## src/hw/rtl/bmp565_pkg.sv

```systemverilog
// ----------------------------------------------------------------------------
// BMP to RGB565 package
// Shared types, constants and helpers of the BMP to RGB565 framebuffer writer.
// ----------------------------------------------------------------------------
`default_nettype none

package bmp565_pkg;

    localparam int DIM_W          = 12;
    localparam int ADDR_W         = 24;
    localparam int MAX_SCREEN_DIM = 4095;

    localparam logic [DIM_W-1:0] SCREEN_WIDTH_RESET  = 12'd320;
    localparam logic [DIM_W-1:0] SCREEN_HEIGHT_RESET = 12'd240;

    localparam logic CFG_SCREEN_WIDTH  = 1'b0;
    localparam logic CFG_SCREEN_HEIGHT = 1'b1;

    localparam logic [1:0] EVENT_PIXEL       = 2'd0;
    localparam logic [1:0] EVENT_UNSUPPORTED = 2'd1;
    localparam logic [1:0] EVENT_TOO_BIG     = 2'd2;

    localparam logic [15:0] BMP_SIGNATURE = 16'h4d42;
    localparam logic [15:0] BMP_BITS      = 16'd24;

    localparam logic [5:0] OFS_SIG0    = 6'd0;
    localparam logic [5:0] OFS_SIG1    = 6'd1;
    localparam logic [5:0] OFS_WIDTH0  = 6'd18;
    localparam logic [5:0] OFS_WIDTH1  = 6'd19;
    localparam logic [5:0] OFS_WIDTH2  = 6'd20;
    localparam logic [5:0] OFS_WIDTH3  = 6'd21;
    localparam logic [5:0] OFS_HEIGHT0 = 6'd22;
    localparam logic [5:0] OFS_HEIGHT1 = 6'd23;
    localparam logic [5:0] OFS_HEIGHT2 = 6'd24;
    localparam logic [5:0] OFS_HEIGHT3 = 6'd25;
    localparam logic [5:0] OFS_BITS0   = 6'd28;
    localparam logic [5:0] OFS_BITS1   = 6'd29;
    localparam logic [5:0] OFS_COMP0   = 6'd30;
    localparam logic [5:0] OFS_COMP1   = 6'd31;
    localparam logic [5:0] OFS_COMP2   = 6'd32;
    localparam logic [5:0] OFS_COMP3   = 6'd33;
    localparam logic [5:0] OFS_LAST    = 6'd53;

    typedef enum logic [1:0] {
        PHASE_HEADER,
        PHASE_PIXELS,
        PHASE_IDLE
    } phase_t;

    typedef struct packed {
        logic [1:0]        event_kind;
        logic [ADDR_W-1:0] write_address;
        logic [15:0]       pixel_value;
        logic              image_done;
    } result_t;

    function automatic logic [DIM_W-1:0] limit_dim(input logic [DIM_W-1:0] v);
        logic [16:0] wide;
        begin
            wide = {5'd0, v};
            if (wide > 17'(MAX_SCREEN_DIM))
            begin
                return DIM_W'(MAX_SCREEN_DIM);
            end
            return v;
        end
    endfunction

endpackage

`default_nettype wire

```

## src/hw/rtl/bmp565_in_if.sv

```systemverilog
// ----------------------------------------------------------------------------
// BMP byte stream interface
// Valid/ready channel carrying one file byte and the start-of-file mark.
// ----------------------------------------------------------------------------
`default_nettype none

interface bmp565_in_if;

    logic       valid;
    logic       ready;
    logic [7:0] file_byte;
    logic       start_of_file;

    modport source (output valid, output file_byte, output start_of_file, input ready);
    modport sink (input valid, input file_byte, input start_of_file, output ready);

endinterface

`default_nettype wire

```

## src/hw/rtl/bmp565_out_if.sv

```systemverilog
// ----------------------------------------------------------------------------
// Framebuffer event interface
// Valid/ready channel carrying pixel writes and format events.
// ----------------------------------------------------------------------------
`default_nettype none

interface bmp565_out_if;

    logic        valid;
    logic        ready;
    logic [1:0]  event_kind;
    logic [23:0] write_address;
    logic [15:0] pixel_value;
    logic        image_done;

    modport source (
        output valid, output event_kind, output write_address,
        output pixel_value, output image_done, input ready
    );
    modport sink (
        input valid, input event_kind, input write_address,
        input pixel_value, input image_done, output ready
    );

endinterface

`default_nettype wire

```

## src/hw/rtl/bmp565_parser.sv

```systemverilog
// ----------------------------------------------------------------------------
// BMP parser
// Header decoder and pixel packer; produces at most one event per byte.
// ----------------------------------------------------------------------------
`default_nettype none

module bmp565_parser
    import bmp565_pkg::*;
(
    input  wire logic             clk,
    input  wire logic             rst_n,
    input  wire logic             take,
    input  wire logic [7:0]       file_byte,
    input  wire logic             start_of_file,
    input  wire logic [DIM_W-1:0] screen_width,
    input  wire logic [DIM_W-1:0] screen_height,
    output logic                  result_valid,
    output result_t               result
);

    phase_t            phase_reg, phase_next, phase_eff;
    logic [5:0]        count_reg, count_next, count_eff;
    logic [15:0]       sig_reg, sig_next;
    logic [15:0]       bits_reg, bits_next;
    logic              comp_nz_reg, comp_nz_next;
    logic [DIM_W-1:0]  width_low_reg, width_low_next;
    logic              width_big_reg, width_big_next;
    logic              width_neg_reg, width_neg_next;
    logic [DIM_W-1:0]  height_low_reg, height_low_next;
    logic              height_big_reg, height_big_next;
    logic              height_neg_reg, height_neg_next;
    logic [DIM_W-1:0]  column_reg, column_next;
    logic [DIM_W-1:0]  rows_left_reg, rows_left_next;
    logic [1:0]        byte_in_pixel_reg, byte_in_pixel_next;
    logic [1:0]        padding_left_reg, padding_left_next;
    logic [7:0]        blue_reg, blue_next;
    logic [7:0]        green_reg, green_next;
    logic [ADDR_W-1:0] address_reg, address_next;
    logic [DIM_W-1:0]  start_row_reg, start_row_next;
    logic [DIM_W-1:0]  start_col_reg, start_col_next;
    logic [DIM_W-1:0]  pitch_reg, pitch_next;
    logic              pending_reg, pending_next;

    logic [DIM_W-1:0]  sw_lim, sh_lim, half_y;
    logic [ADDR_W-1:0] start_product;
    logic              header_end, fmt_bad, too_big, empty_image, start_ok;
    logic              pixel_fire, row_end, pixel_last;
    logic [DIM_W-1:0]  col_plus, rows_minus;

    assign sw_lim    = limit_dim(screen_width);
    assign sh_lim    = limit_dim(screen_height);
    assign phase_eff = start_of_file ? PHASE_HEADER : phase_reg;
    assign count_eff = start_of_file ? 6'd0 : count_reg;

    assign header_end  = take && (phase_eff == PHASE_HEADER) && (count_eff == OFS_LAST);
    assign fmt_bad     = (sig_reg != BMP_SIGNATURE) || (bits_reg != BMP_BITS) ||
                         comp_nz_reg || width_neg_reg || height_neg_reg;
    assign too_big     = width_big_reg || height_big_reg ||
                         (width_low_reg > sw_lim) || (height_low_reg > sh_lim);
    assign empty_image = (width_low_reg == '0) || (height_low_reg == '0);
    assign start_ok    = !fmt_bad && !too_big && !empty_image;

    assign half_y        = (sh_lim - height_low_reg) >> 1;
    assign start_product = ADDR_W'(start_row_reg) * ADDR_W'(pitch_reg);

    assign pixel_fire = take && (phase_eff == PHASE_PIXELS) &&
                        (padding_left_reg == 2'd0) && (byte_in_pixel_reg == 2'd2);
    assign col_plus   = column_reg + DIM_W'(1);
    assign rows_minus = rows_left_reg - DIM_W'(1);
    assign row_end    = col_plus >= width_low_reg;
    assign pixel_last = pixel_fire && row_end && (rows_minus == '0);

    always_comb
    begin
        phase_next = phase_reg;
        if (take)
        begin
            phase_next = phase_eff;
            case (phase_eff)
                PHASE_HEADER:
                begin
                    if (count_eff == OFS_LAST)
                    begin
                        phase_next = start_ok ? PHASE_PIXELS : PHASE_IDLE;
                    end
                end
                PHASE_PIXELS:
                begin
                    if (pixel_last)
                    begin
                        phase_next = PHASE_IDLE;
                    end
                end
                default:
                begin
                    phase_next = phase_eff;
                end
            endcase
        end
    end

    always_comb
    begin
        count_next         = count_reg;
        sig_next           = sig_reg;
        bits_next          = bits_reg;
        comp_nz_next       = comp_nz_reg;
        width_low_next     = width_low_reg;
        width_big_next     = width_big_reg;
        width_neg_next     = width_neg_reg;
        height_low_next    = height_low_reg;
        height_big_next    = height_big_reg;
        height_neg_next    = height_neg_reg;
        column_next        = column_reg;
        rows_left_next     = rows_left_reg;
        byte_in_pixel_next = byte_in_pixel_reg;
        padding_left_next  = padding_left_reg;
        blue_next          = blue_reg;
        green_next         = green_reg;
        address_next       = address_reg;
        start_row_next     = start_row_reg;
        start_col_next     = start_col_reg;
        pitch_next         = pitch_reg;
        pending_next       = 1'b0;

        // The start address is formed in the cycle after the header ends.
        if (pending_reg)
        begin
            address_next = start_product + ADDR_W'(start_col_reg);
        end

        if (take)
        begin
            case (phase_eff)
                PHASE_HEADER:
                begin
                    count_next = count_eff + 6'd1;
                    case (count_eff)
                        OFS_SIG0:    sig_next[7:0]  = file_byte;
                        OFS_SIG1:    sig_next[15:8] = file_byte;
                        OFS_WIDTH0:  width_low_next[7:0] = file_byte;
                        OFS_WIDTH1:
                        begin
                            width_low_next[11:8] = file_byte[3:0];
                            width_big_next       = |file_byte[7:4];
                        end
                        OFS_WIDTH2:  width_big_next = width_big_reg | (|file_byte);
                        OFS_WIDTH3:
                        begin
                            width_big_next = width_big_reg | (|file_byte[6:0]);
                            width_neg_next = file_byte[7];
                        end
                        OFS_HEIGHT0: height_low_next[7:0] = file_byte;
                        OFS_HEIGHT1:
                        begin
                            height_low_next[11:8] = file_byte[3:0];
                            height_big_next       = |file_byte[7:4];
                        end
                        OFS_HEIGHT2: height_big_next = height_big_reg | (|file_byte);
                        OFS_HEIGHT3:
                        begin
                            height_big_next = height_big_reg | (|file_byte[6:0]);
                            height_neg_next = file_byte[7];
                        end
                        OFS_BITS0:   bits_next[7:0]  = file_byte;
                        OFS_BITS1:   bits_next[15:8] = file_byte;
                        OFS_COMP0:   comp_nz_next = |file_byte;
                        OFS_COMP1, OFS_COMP2, OFS_COMP3:
                        begin
                            comp_nz_next = comp_nz_reg | (|file_byte);
                        end
                        default:
                        begin
                            count_next = count_eff + 6'd1;
                        end
                    endcase
                    if (header_end && start_ok)
                    begin
                        start_row_next     = half_y + height_low_reg - DIM_W'(1);
                        start_col_next     = (sw_lim - width_low_reg) >> 1;
                        pitch_next         = sw_lim;
                        pending_next       = 1'b1;
                        rows_left_next     = height_low_reg;
                        column_next        = '0;
                        byte_in_pixel_next = 2'd0;
                        padding_left_next  = 2'd0;
                    end
                end
                PHASE_PIXELS:
                begin
                    if (padding_left_reg != 2'd0)
                    begin
                        padding_left_next = padding_left_reg - 2'd1;
                    end
                    else if (byte_in_pixel_reg == 2'd0)
                    begin
                        blue_next          = file_byte;
                        byte_in_pixel_next = 2'd1;
                    end
                    else if (byte_in_pixel_reg == 2'd1)
                    begin
                        green_next         = file_byte;
                        byte_in_pixel_next = 2'd2;
                    end
                    else
                    begin
                        byte_in_pixel_next = 2'd0;
                        column_next        = col_plus;
                        if (row_end)
                        begin
                            rows_left_next = rows_minus;
                            if (rows_minus != '0)
                            begin
                                column_next       = '0;
                                padding_left_next = width_low_reg[1:0];
                                address_next      = address_reg + ADDR_W'(1)
                                                    - ADDR_W'(width_low_reg)
                                                    - ADDR_W'(sw_lim);
                            end
                        end
                        else
                        begin
                            address_next = address_reg + ADDR_W'(1);
                        end
                    end
                end
                default:
                begin
                    pending_next = 1'b0;
                end
            endcase
        end
    end

    always_comb
    begin
        result_valid         = 1'b0;
        result.event_kind    = EVENT_PIXEL;
        result.write_address = '0;
        result.pixel_value   = '0;
        result.image_done    = 1'b0;
        if (header_end && fmt_bad)
        begin
            result_valid      = 1'b1;
            result.event_kind = EVENT_UNSUPPORTED;
        end
        else if (header_end && too_big)
        begin
            result_valid      = 1'b1;
            result.event_kind = EVENT_TOO_BIG;
        end
        else if (pixel_fire)
        begin
            result_valid         = 1'b1;
            result.write_address = address_reg;
            result.pixel_value   = {file_byte[7:3], green_reg[7:2], blue_reg[7:3]};
            result.image_done    = pixel_last;
        end
    end

    always_ff @(posedge clk or negedge rst_n)
    begin
        if (!rst_n)
        begin
            phase_reg         <= PHASE_HEADER;
            count_reg         <= '0;
            byte_in_pixel_reg <= '0;
            padding_left_reg  <= '0;
            pending_reg       <= 1'b0;
        end
        else
        begin
            phase_reg         <= phase_next;
            count_reg         <= count_next;
            byte_in_pixel_reg <= byte_in_pixel_next;
            padding_left_reg  <= padding_left_next;
            pending_reg       <= pending_next;
        end
    end

    always_ff @(posedge clk)
    begin
        sig_reg        <= sig_next;
        bits_reg       <= bits_next;
        comp_nz_reg    <= comp_nz_next;
        width_low_reg  <= width_low_next;
        width_big_reg  <= width_big_next;
        width_neg_reg  <= width_neg_next;
        height_low_reg <= height_low_next;
        height_big_reg <= height_big_next;
        height_neg_reg <= height_neg_next;
        column_reg     <= column_next;
        rows_left_reg  <= rows_left_next;
        blue_reg       <= blue_next;
        green_reg      <= green_next;
        address_reg    <= address_next;
        start_row_reg  <= start_row_next;
        start_col_reg  <= start_col_next;
        pitch_reg      <= pitch_next;
    end

    assert property (@(posedge clk) disable iff (!rst_n)
        pending_reg |-> (phase_reg == PHASE_PIXELS))
        else $error("start address pending outside the pixel phase");

    assert property (@(posedge clk) disable iff (!rst_n)
        (phase_reg == PHASE_PIXELS) |-> (rows_left_reg != '0))
        else $error("pixel phase with no rows left");

    assert property (@(posedge clk) disable iff (!rst_n)
        (phase_reg == PHASE_PIXELS) |-> (column_reg < width_low_reg))
        else $error("column count ran past the image width");

    assert property (@(posedge clk) disable iff (!rst_n)
        ((phase_reg == PHASE_PIXELS) && (padding_left_reg != 2'd0))
            |-> (byte_in_pixel_reg == 2'd0))
        else $error("row padding in the middle of a pixel");

endmodule

`default_nettype wire

```

## src/hw/rtl/bmp24_to_rgb565_framebuffer_writer.sv

```systemverilog
// ----------------------------------------------------------------------------
// BMP24 to RGB565 framebuffer writer
// Parses a 24-bit BMP byte stream and emits centered RGB565 pixel writes.
// ----------------------------------------------------------------------------
// The block takes one file byte per clock cycle, with no gaps of its own, and
// every event appears in the output register in the cycle after the transfer of
// the byte that causes it. A byte is taken only when the output register is
// empty or its event leaves in the same cycle, so a stalled event output holds
// off the byte stream. The start address of the image needs one
// 12 by 12 bit multiply, which runs in the cycle after the last header byte
// while the first pixel's bytes arrive.
`default_nettype none

module bmp24_to_rgb565_framebuffer_writer
    import bmp565_pkg::*;
(
    input  wire logic             clk,
    input  wire logic             rst_n,
    bmp565_in_if.sink             byte_stream,
    bmp565_out_if.source          event_stream,
    input  wire logic             cfg_write_enable,
    input  wire logic             cfg_index,
    input  wire logic [DIM_W-1:0] cfg_write_data
);

    logic [DIM_W-1:0] screen_width_reg, screen_width_next;
    logic [DIM_W-1:0] screen_height_reg, screen_height_next;
    logic             out_valid_reg, out_valid_next;
    result_t          out_data_reg, out_data_next;
    logic             take;
    logic             result_valid;
    result_t          result;

    assign byte_stream.ready = !out_valid_reg || event_stream.ready;
    assign take              = byte_stream.valid && byte_stream.ready;

    bmp565_parser u_parser (
        .clk           (clk),
        .rst_n         (rst_n),
        .take          (take),
        .file_byte     (byte_stream.file_byte),
        .start_of_file (byte_stream.start_of_file),
        .screen_width  (screen_width_reg),
        .screen_height (screen_height_reg),
        .result_valid  (result_valid),
        .result        (result)
    );

    always_comb
    begin
        screen_width_next  = screen_width_reg;
        screen_height_next = screen_height_reg;
        if (cfg_write_enable)
        begin
            case (cfg_index)
                CFG_SCREEN_WIDTH:  screen_width_next  = cfg_write_data;
                CFG_SCREEN_HEIGHT: screen_height_next = cfg_write_data;
                default:           screen_width_next  = screen_width_reg;
            endcase
        end
    end

    always_comb
    begin
        out_valid_next = out_valid_reg;
        out_data_next  = out_data_reg;
        if (out_valid_reg && event_stream.ready)
        begin
            out_valid_next = 1'b0;
        end
        if (take)
        begin
            out_valid_next = result_valid;
            out_data_next  = result;
        end
    end

    always_ff @(posedge clk or negedge rst_n)
    begin
        if (!rst_n)
        begin
            screen_width_reg  <= SCREEN_WIDTH_RESET;
            screen_height_reg <= SCREEN_HEIGHT_RESET;
            out_valid_reg     <= 1'b0;
        end
        else
        begin
            screen_width_reg  <= screen_width_next;
            screen_height_reg <= screen_height_next;
            out_valid_reg     <= out_valid_next;
        end
    end

    always_ff @(posedge clk)
    begin
        out_data_reg <= out_data_next;
    end

    assign event_stream.valid         = out_valid_reg;
    assign event_stream.event_kind    = out_data_reg.event_kind;
    assign event_stream.write_address = out_data_reg.write_address;
    assign event_stream.pixel_value   = out_data_reg.pixel_value;
    assign event_stream.image_done    = out_data_reg.image_done;

endmodule

`default_nettype wire

```

## src/flat_wrapper.sv

```systemverilog
// flat-port wrapper written by rule: the top's interface ports become plain ports
module bmp24_to_rgb565_framebuffer_writer_flat import bmp565_pkg::*;
  (clk, rst_n, cfg_write_enable, cfg_index, cfg_write_data, byte_stream_valid, byte_stream_file_byte, byte_stream_start_of_file, byte_stream_ready, event_stream_valid, event_stream_event_kind, event_stream_write_address, event_stream_pixel_value, event_stream_image_done, event_stream_ready);
  bmp565_in_if byte_stream_i ();
  bmp565_out_if event_stream_i ();
  input  wire logic clk;
  input  wire logic rst_n;
  input  wire logic cfg_write_enable;
  input  wire logic cfg_index;
  input  wire logic [DIM_W-1:0] cfg_write_data;
  input wire logic [$bits(byte_stream_i.valid)-1:0] byte_stream_valid;
  input wire logic [$bits(byte_stream_i.file_byte)-1:0] byte_stream_file_byte;
  input wire logic [$bits(byte_stream_i.start_of_file)-1:0] byte_stream_start_of_file;
  output wire logic [$bits(byte_stream_i.ready)-1:0] byte_stream_ready;
  output wire logic [$bits(event_stream_i.valid)-1:0] event_stream_valid;
  output wire logic [$bits(event_stream_i.event_kind)-1:0] event_stream_event_kind;
  output wire logic [$bits(event_stream_i.write_address)-1:0] event_stream_write_address;
  output wire logic [$bits(event_stream_i.pixel_value)-1:0] event_stream_pixel_value;
  output wire logic [$bits(event_stream_i.image_done)-1:0] event_stream_image_done;
  input wire logic [$bits(event_stream_i.ready)-1:0] event_stream_ready;
  assign byte_stream_i.valid = byte_stream_valid;
  assign byte_stream_i.file_byte = byte_stream_file_byte;
  assign byte_stream_i.start_of_file = byte_stream_start_of_file;
  assign byte_stream_ready = byte_stream_i.ready;
  assign event_stream_valid = event_stream_i.valid;
  assign event_stream_event_kind = event_stream_i.event_kind;
  assign event_stream_write_address = event_stream_i.write_address;
  assign event_stream_pixel_value = event_stream_i.pixel_value;
  assign event_stream_image_done = event_stream_i.image_done;
  assign event_stream_i.ready = event_stream_ready;
  bmp24_to_rgb565_framebuffer_writer u_core (.clk(clk), .rst_n(rst_n), .byte_stream(byte_stream_i), .event_stream(event_stream_i), .cfg_write_enable(cfg_write_enable), .cfg_index(cfg_index), .cfg_write_data(cfg_write_data));
endmodule
```

## config.mk

```make
export PLATFORM = sky130hd
export DESIGN_NAME = bmp24_to_rgb565_framebuffer_writer_flat
export DESIGN_NICKNAME = d
export VERILOG_FILES = /design/src/hw/rtl/bmp565_pkg.sv /design/src/hw/rtl/bmp565_in_if.sv /design/src/hw/rtl/bmp565_out_if.sv /design/src/hw/rtl/bmp565_parser.sv /design/src/hw/rtl/bmp24_to_rgb565_framebuffer_writer.sv /design/src/flat_wrapper.sv
export SDC_FILE = /design/constraint.sdc
export NUM_CORES = 1
export LEC_CHECK = 0
export CAP_MARGIN = 20
export CORE_MARGIN = 2
export CORE_UTILIZATION = 30
export DETAILED_ROUTE_END_ITERATION = 7
export DONT_BUFFER_PORTS = 1
export PLACE_DENSITY = 0.44
export REMOVE_ABC_BUFFERS = 1
export SLEW_MARGIN = 25
export SYNTH_ARGS = -nofsm -noshare
export SYNTH_HDL_FRONTEND = slang
export SYNTH_HIERARCHICAL = 1
export SYNTH_SLANG_ARGS = --single-unit
export TNS_END_PERCENT = 100
```

## constraint.sdc

```tcl
create_clock -name clk -period 10.6 [get_ports clk]
set_input_delay 2.65 -clock clk [delete_from_list [all_inputs] [get_ports clk]]
set_output_delay 2.65 -clock clk [all_outputs]
set_load 0.02 [all_outputs]
```

==> flow_summary.toml <==
[die]
fp.dieW_um = 252
rows = 90
io_pins = 72
die_area_um2 = 63600
core_area_um2 = 60600
die_h_um = 252
initial_core_util_pct = 30.5

[cells_and_area]
nNetsFinal = 2097
n_antenna_cell = 0
final_cell_count_no_fill = 2594
final_common_cell = "inv_1"
fin_util_pct = 33.6
fill_cells = 6174
ff_latch_area_um2 = 6660
drive_gt1_share_pct = 6.95
area_growth_pct = 10.1
layout_common_cells = "inv_1 (286), edfxtp_1 (174), ha_1 (157)"
multiInputGateArea_um2 = 10500

[critical_path]
cpMostUsedCell = "fa_1"
cpPeakStageDelay_ps = 620
start_kind = "register"
cpMaxStageDelayCell = "edfxtp_1"
cp-end-kind = "register"
crit_type = "reg -> reg"
cp_cell_sequence = "and2_1 > fa_1 > inv_1 > fa_1 > inv_1 > fa_1 > inv_1 > fa_1 > fa_1 > inv_1 > ha_1 > a21oi_1 > nor2_1 > a2111o_1 > a31o_2 > a41o_1 > a31oi_1 > mux2i_1 > a21oi_1 > or3_1"
critical_path_required_ps = 11060
crit_fanout = 12
crit_arrival_ps = 6490

[sta]
drv_slew = 0
fin_skew_ps = 42.7
rsz0062_at_grt = "no"
setup_viol = 0
clock.fmax_mhz = 166
setup_ws_ps = 4560
finalSetupTns_ps = 0
hold_slack_ps = 486
relSlewSlack_pct = 34.6
hold_viol = 0
tightest_slew_ps = 981
period_share_pct = 57.0
min_period_ps = 6040

[logic_synthesis]
synth_ff_type = "edfxtp_1"
synthTopCellsByArea = "edfxtp_1 (28%), fa_1 (14%), ha_1 (11%)"
ys_ff_latch = 236
synth-seq-area-share_pct = 36.1
async_flop_share_pct = 16.1
syn_area_um2 = 18500
yosysTopAreaCell = "edfxtp_1"
synth_top_area_share_pct = 28.3
synth_edf_count = 174
synth_cells = 1810
syn_area_per_cell_um2 = 10.2
yosysWarnings = 6
synth.distinct_cells = 91

[placement]
dp_hpwl_um = 38100
pre_cts_slack_ps = 4550
numPortBuffers = 0
place_congestion = 0.818
dp.cells = 2538

[clock_network]
cts_max_level = 1
cts_buffer_depth = 3
worst_skew_pair.late_latency_ps = 600
cts_resized = 0
clockRootBuffer = "clkbuf_16"
clkSinkCount = 236
cts_tree = "done"
clkTransAtPathRegs_ps = 60
numCtsBuffers = 30
post_cts_buffers = 0
ctsHoldBuffers = 0

[power_and_ir_drop]
p_per_area_nw_per_um2 = 124
peakVddDrop_uv = 135
p_leak_nw = 8.74

[global_route]
grt_max_degree = 54
antenna_found_initial = 1
overflow = 0
grtUsageTotal_pct = 15.5
grt_pass1_vias = 13100
grt_pass1_wl_um = 76300

[routing]
wl_um = 48800
dr.max_layer_used = "met4"
wl_met2_um = 23100
via_count = 12400
via_per_inst = 4.79
postRouteAntennaNets = 0
dr.pass1.iters = 5
drc = 0
met3_length_um = 2010
drtIter0Drc = 585
wl_per_cell_um = 18.8
m1WireLength_um = 22700

[min_path]
hp-class = "reg -> reg"

[job]
max_cap_viol_count = 0

[run_status]
outcome = "completed"
## stage by stage
stage	power, mW	area (µm²)
floorplan	1.36	18200
CTS	2.57	20300
detailed placement	1.45	19300
finish	2.53	20300
global placement	1.45	19300
global route	2.65	20300
## worst max-delay path, delay by kind of cell, from the launching register on
kind / cells / cell delay [ps]
buffers and inverters: 4 / 200
DFF: 1 / 620
and+or+nand+nor: 3 / 630
AOI/OAI and AO/OA: 6 / 1450
adders and majority gates: 6 / 2820
muxes: 1 / 200
## Yosys cell counts (4+ instances only)
| cell type | instances |
|---|---|
| mux2_2 | 14 |
| nor3_1 | 26 |
| a21boi_0 | 5 |
| a21oi_1 | 61 |
| nand4_1 | 16 |
| o31ai_1 | 4 |
| and4_1 | 9 |
| nor3b_1 | 4 |
| inv_1 | 286 |
| dfstp_2 | 6 |
| dfxtp_1 | 24 |
| xor2_1 | 42 |
| a211oi_1 | 10 |
| o211ai_1 | 8 |
| clkbuf_1 | 51 |
| and3_1 | 21 |
| o21a_1 | 4 |
| nor2b_1 | 11 |
| and2_1 | 116 |
| a2111o_1 | 4 |
| a22oi_1 | 9 |
| a21o_1 | 21 |
| mux2i_1 | 18 |
| fa_1 | 125 |
| edfxtp_1 | 174 |
| mux2_4 | 10 |
| xnor2_1 | 59 |
| o22ai_1 | 13 |
| nor4_1 | 15 |
| ha_1 | 157 |
| dfrtp_1 | 32 |
| a31oi_1 | 11 |
| buf_2 | 4 |
| nor4b_1 | 4 |
| o21ai_0 | 52 |
| nand2b_1 | 14 |
| nand2_1 | 146 |
| o21bai_1 | 19 |
| nor2_1 | 89 |
| or2_2 | 4 |
| nand3_1 | 26 |
| a22o_1 | 6 |
| buf_6 | 4 |
## cell type report
class,count,area share (%)
clock inverter,16,1.13
clock buffer,40,4.18
multi-input combinational,1226,51.5
tap,782,4.81
sequential,236,32.8
inverter,286,5.28
timing repair buffer,8,0.295
## metal layers
layer  global-route usage [%]  up-vias
met4                     3.45        0
li1                         -     6055
met3                     2.82       60
met2                     26.3      202
met5                        0        -
met1                     20.7     6121
## worst paths after layout
kind	startpoint	endpoint	slack (ps)	cells past startpoint
setup / recovery	u_core/u_parser/start_row_reg[7]	u_core/u_parser/address_reg[22]	4560	20
hold / removal	u_core/u_parser/count_reg[1]	u_core/u_parser/count_reg[1]	490	2
setup reg to reg	u_core/u_parser/start_row_reg[7]	u_core/u_parser/address_reg[22]	4560	20
hold reg to reg	u_core/u_parser/count_reg[1]	u_core/u_parser/count_reg[1]	490	2
max in group asynchronous	rst_n	u_core/screen_height_reg[4]	8680	0
min in group asynchronous	rst_n	u_core/screen_height_reg[9]	1740	0
## power by group
group | total [mW] | switching [mW] | internal, mW | leakage, nW
Clock | 1.10 | 0.432 | 0.665 | 0.498
Sequential | 1.09 | 0.0454 | 1.04 | 2.23
Combinational | 0.347 | 0.193 | 0.154 | 6.02
Total | 2.53 | 0.671 | 1.86 | 8.74
## cell families (layout without fill, tap and decap cells)
| kind of cell | count (synthesis) | in the layout | synth area share [%] |
|---|---|---|---|
| XOR/XNOR | 101 | 101 | 4.79 |
| AND/OR/NAND/NOR | 532 | 532 | 15.2 |
| AO/OA/AOI/OAI | 269 | 269 | 9.83 |
| buffers and inverters | 348 | 350 | 7.26 |
| adder cells (fa/ha/maj) | 282 | 282 | 24.2 |
| flip-flops | 236 | 236 | 36.1 |
| multiplexers | 42 | 42 | 2.64 |
Note: power is estimated with default switching activity, not from simulation.
